## src/rtl/core/krt_pkg.sv

```systemverilog
package krt_pkg;

  localparam int unsigned CMD_W    = 3;
  localparam int unsigned KEY_W    = 31;
  localparam int unsigned ROLE_W   = 8;
  localparam int unsigned SAL_W    = 32;
  localparam int unsigned STATUS_W = 2;
  localparam int unsigned IDX_W    = 6;

  // command codes
  localparam logic [CMD_W-1:0] CMD_INSERT = 3'd0;
  localparam logic [CMD_W-1:0] CMD_LOOKUP = 3'd1;
  localparam logic [CMD_W-1:0] CMD_UPDATE = 3'd2;
  localparam logic [CMD_W-1:0] CMD_DELETE = 3'd3;
  localparam logic [CMD_W-1:0] CMD_DUMP   = 3'd4;

  // response status codes
  localparam logic [STATUS_W-1:0] ST_OK       = 2'd0;
  localparam logic [STATUS_W-1:0] ST_NOTFOUND = 2'd1;
  localparam logic [STATUS_W-1:0] ST_FULL     = 2'd2;
  localparam logic [STATUS_W-1:0] ST_EMPTY    = 2'd3;

  typedef struct packed {
    logic [KEY_W-1:0]  key;
    logic [ROLE_W-1:0] role;
    logic [SAL_W-1:0]  salary;
  } record_t;

  typedef struct packed {
    logic [STATUS_W-1:0] status;
    logic [IDX_W-1:0]    idx;
    record_t             rec;
    logic                last;
  } rsp_t;

endpackage

```

## src/rtl/core/krt_ram.sv

```systemverilog
// Record store: one write port, one read port, registered read data.
module krt_ram #(
  parameter int unsigned DEPTH = 64,
  parameter int unsigned AW    = $clog2(DEPTH)
) (
  input  logic             clk_i,
  input  logic             we_i,
  input  logic [AW-1:0]    waddr_i,
  input  krt_pkg::record_t wdata_i,
  input  logic [AW-1:0]    raddr_i,
  output krt_pkg::record_t rdata_o
);
  import krt_pkg::*;

  record_t mem_q [DEPTH];
  record_t rdata_q;

  always_ff @(posedge clk_i) begin
    if (we_i) begin
      mem_q[waddr_i] <= wdata_i;
    end
    rdata_q <= mem_q[raddr_i];
  end

  assign rdata_o = rdata_q;

endmodule

```

## config.mk

```make
export PLATFORM = sky130hd
export DESIGN_NAME = krt_ram
export DESIGN_NICKNAME = d
export VERILOG_FILES = /design/src/rtl/core/krt_pkg.sv /design/src/rtl/core/krt_ram.sv
export SDC_FILE = /design/constraint.sdc
export NUM_CORES = 2
export LEC_CHECK = 0
export BUFFER_PORTS_ARGS = -buffer_cell sky130_fd_sc_hd__buf_2
export CAP_MARGIN = 0
export CORE_UTILIZATION = 45
export CTS_BUF_LIST = sky130_fd_sc_hd__clkbuf_2
export DETAILED_ROUTE_END_ITERATION = 8
export PLACE_DENSITY = 0.66
export SLEW_MARGIN = 5
export SYNTH_ARGS = -nofsm -noshare
export SYNTH_HDL_FRONTEND = slang
export SYNTH_MEMORY_MAX_BITS = 65536
export SYNTH_SLANG_ARGS = --single-unit
```

## constraint.sdc

```tcl
create_clock -name clk_i -period 6.05 [get_ports clk_i]
set_input_delay 0.605 -clock clk_i [delete_from_list [all_inputs] [get_ports clk_i]]
set_output_delay 0.605 -clock clk_i [all_outputs]
set_load 0.01 [all_outputs]
```

==> key figures <==
Global routing
  • Pin count of the biggest net entering global routing: around 120
  • Overflow left after global routing: 0
  • Number of global-route vias before repair: around 92000
  • Total global-route track usage: 0.256
  • Number of antenna violations at the first check in global routing: 30
  • Wire length of the first global-routing pass: ~690 mm

CTS
  • Skew-Pair Late Insertion Delay: 2230 ps
  • Clock root buffer master: sky130_fd_sc_hd__clkbuf_2
  • Register clock-pin slew on the reported worst setup and hold paths: approximately 110 ps
  • Number of clock sinks: between 4000 and 5000
  • Number of levels the H-tree was split into: 7
  • Number of clock buffers inserted by TritonCTS: ~1200
  • Number of gates resized after cts: 0
  • Worst-case clock buffer depth: 5
  • Number of setup buffers added after CTS: 0
  • CTS tree: yes

Layout
  • Utilization after layout: 0.511
  • Layout overhead on the synthesized area: 13.0%
  • Commonest non-fill, non-tap cell in the layout: sky130_fd_sc_hd__edfxtp_1
  • Nets@finish: slightly below 9000
  • Combined area of the multi-input logic cells: between 0.03 and 0.04 mm²
  • Total area of sequential cells: ~0.14 mm²
  • Number of inserted filler cells in the final layout: roughly 30000
  • Leading cell types in the layout, fill and taps excluded: 4544 x sky130_fd_sc_hd__edfxtp_1, 1693 x sky130_fd_sc_hd__clkbuf_2, 1136 x sky130_fd_sc_hd__mux4_2, 284 x sky130_fd_sc_hd__a22oi_1, 261 x sky130_fd_sc_hd__dlygate4sd3_1
  • Share of post-route cells with drive strength above 1: 0.364

Hold path
  • Worst Hold Path EP: mem_q[8][19]
  • Hold Path Stages: 4
  • Classification of the worst-slack hold path: in2reg
  • Beginning of the worst hold path: wdata_i[19]

Power and ir drop
  • Leakage power total: 62.9 nW
  • Power per standard cell area: 301 mW/mm²
  • Design Power: around 0.06 W
  • Switching fraction of total power: 0.244
  • Total net switching power: between 0.01 and 0.015 W
  • Part of the total power dissipated in the clock network: 0.338
  • Proportion of power drawn by flip-flops and latches: 0.604
  • Logic gate share of total power: 0.058
  • IR drop worst, VDD: 0.204 mV
  • Design internal power: between 0.04 and 0.05 W

Status
  • Result of the run: complete, no violations

Logic synthesis
  • Library cell occupying the most area in the post-synthesis netlist: sky130_fd_sc_hd__edfxtp_1
  • Post-synthesis register bit count: roughly 4600
  • Area share of the largest cell type after synthesis: 0.790
  • Yosys synthesis warning count: 0
  • Synthesized net count: 7292
  • Avg Inst Size Synth: around 24 µm²
  • Post-synthesis sequential area ratio: 0.798
  • Synthesized netlist cell count: roughly 7000
  • Post-synthesis cell type count: 30
  • Biggest area contributors in the synthesized netlist: sky130_fd_sc_hd__edfxtp_1 79%, sky130_fd_sc_hd__mux4_2 15%, sky130_fd_sc_hd__a22oi_1 1.2%, sky130_fd_sc_hd__dfxtp_1 0.82%, sky130_fd_sc_hd__mux2i_1 0.66%
  • Post-synthesis cell area: approximately 0.17 mm²

Floorplanning
  • Die outline area: between 0.3 and 0.4 mm²
  • Overall die height: between 600 and 700 µm
  • Placement Rows: about 230
  • Die Wd: 622 µm
  • Starting density of the core: 0.452
  • CORE AREA: ~0.38 mm²
  • I/O Pins: 156

Drt
  • Total wire length: 494 mm
  • Total iterations of the first detailed-routing run: 6
  • DRC violation total after the first TritonRoute iteration: ~12000
  • Via density per instance: about 6.2
  • Per-cell routed wire length: roughly 34 µm
  • Count of nets left with antenna violations after detail routing: 0
  • Vias after detailed routing: ~90000
  • Number of DRC violations after detailed routing: 0

Flow run
  • MaxCap Viol Count: 0

STA
  • Remaining max-slew budget at the tightest pin: 0.120
  • Final worst-path cycle share: 0.659
  • Number of slew-limit violations in the final report: 0
  • Final Critical Period: between 3000 and 4000 ps
  • Slew at the pin with the worst max-slew slack: about 1300 ps
  • Final hold vios: 0
  • Setup total negative slack: 0 ps
  • Number of failing setup endpoints in the final timing report: 0
  • Unrepaired setup endpoints after global routing: no
  • Achievable Freq: roughly 250 MHz
  • Clk_skew: 165 ps

Setup path
  • Critical path data arrival time: 5750 ps
  • Sort of element at the start of the critical path: input port
  • Setup slack of the most critical reg-to-reg path: between 2000 and 3000 ps
  • Critical path capture point type: flip-flop
  • Launch instance of the worst register-to-register path: mem_q[26][22]
  • Top fanout value on the critical path: 29
  • Capture instance of the worst register-to-register path: rdata_o[22]
  • R2R depth: 7
  • Worst Path Class, Setup: in2reg
  • Required time worst endpoint: approximately 7800 ps

Placement
  • Routability-driven placement congestion ratio: between 0.7 and 0.8
  • Buffers added on ports: roughly 160
  • Total half-perimeter wirelength after legalization and detailed placement: about 260 mm
==> synthesized netlist by cell type (all sizes together) <==
cell,instances
edfxtp,4544
mux4,1136
a22oi,284
buf,249
clkbuf,165
o22ai,141
nand3,125
nor2,116
mux2i,114
dfxtp,71
o211a,71
a211oi,70
o221ai,50
nand3b,27
nand2b,9
nor2b,9
nand2,8
or3b,4
and2,3
or3,3
nand4,2
nor3,2
or2,2
a221oi,1
nand4b,1
==> power groups by stage <==
stage | Clock (W) | Sequential (W) | Combinational [W]
2_1_floorplan | 0 | 0.0362 | 0.00163
3_3_place_gp | 0 | 0.0363 | 0.00302
3_5_place_dp | 0 | 0.0363 | 0.00307
4_1_cts | 0.0202 | 0.0355 | 0.00341
5_1_grt | 0.0217 | 0.0355 | 0.00356
6_report | 0.0198 | 0.0355 | 0.00341
==> state kept, by name (all words and copies together) (netlist names) <==
signal / flops
mem_q: 4544
rdata_o: 71
==> worst max-delay path, stage by stage <==
cell                            delay, ps
sky130_fd_sc_hd__dlygate4sd3_1        630
sky130_fd_sc_hd__buf_2                190
sky130_fd_sc_hd__dlygate4sd3_1        610
sky130_fd_sc_hd__or3b_2               500
sky130_fd_sc_hd__dlygate4sd3_1        900
sky130_fd_sc_hd__nor2_4               180
sky130_fd_sc_hd__dlygate4sd3_1        570
sky130_fd_sc_hd__dlygate4sd3_1        780
sky130_fd_sc_hd__buf_4                660
==> kinds of logic after synthesis <==
family | after synthesis | share of synthesized area
AND/OR/NAND/NOR | 311 | 0.00881
AO/OA/AOI/OAI | 617 | 0.0272
buffers and inverters | 414 | 0.0113
multiplexers | 1250 | 0.155
flip-flops | 4615 | 0.798
==> cell type report <==
type                            instances  share of cell area
Tap cell                             5038              0.0323
Multi-Input combinational cell       2178               0.172
Clock buffer                         1693              0.0434
Antenna cell                           28            0.000359
Sequential cell                      4615               0.706
Clock inverter                        215             0.00558
Timing Repair Buffer                  730              0.0403
==> metrics by stage <==
| step | hold WS, ps | instances | area, µm² | setup WS, ps |
|---|---|---|---|---|
| floorplan | 704 | 7207 | 173000 | 1110 |
| global placement | 815 | 12200 | 181000 | 2050 |
| detailed placement | 822 | 12200 | 181000 | 2090 |
| CTS | 0.884 | 14500 | 195000 | 2160 |
| global route | 96.1 | 14500 | 195000 | 2160 |
| finish | 255 | 14500 | 195000 | 2060 |
==> layer usage <==
layer / part of all wire / GRT usage / up-vias
met2: 0.48 / 0.404 / 5945
met4: 0.039 / 0.117 / 2
li1: - / - / 35000
met3: 0.11 / 0.0577 / 951
met1: 0.37 / 0.344 / 48000
met5: 0.000026 / 0 / -
==> worst max path at each step <==
| stage | from | slack (ps) | cells past startpoint | end |
|---|---|---|---|---|
| 2_1_floorplan | waddr_i[5] | 1110 | 4 | mem_q[39][0] |
| 3_3_place_gp | we_i | 2050 | 5 | mem_q[14][28] |
| 4_1_cts | rdata_o[1] | 2160 | 1 | rdata_o[1] |
| 6_report | waddr_i[4] | 2060 | 9 | mem_q[32][51] |
| 3_5_place_dp | raddr_i[0] | 2090 | 7 | rdata_o[56] |
| 5_1_grt | waddr_i[4] | 2160 | 9 | mem_q[32][36] |
==> repair_timing <==
item	CTS	global route
hold buffers	331	0
hold endpoints to repair	8891	0
setup endpoints to repair	0	0
(Power assumes the default switching activity.)
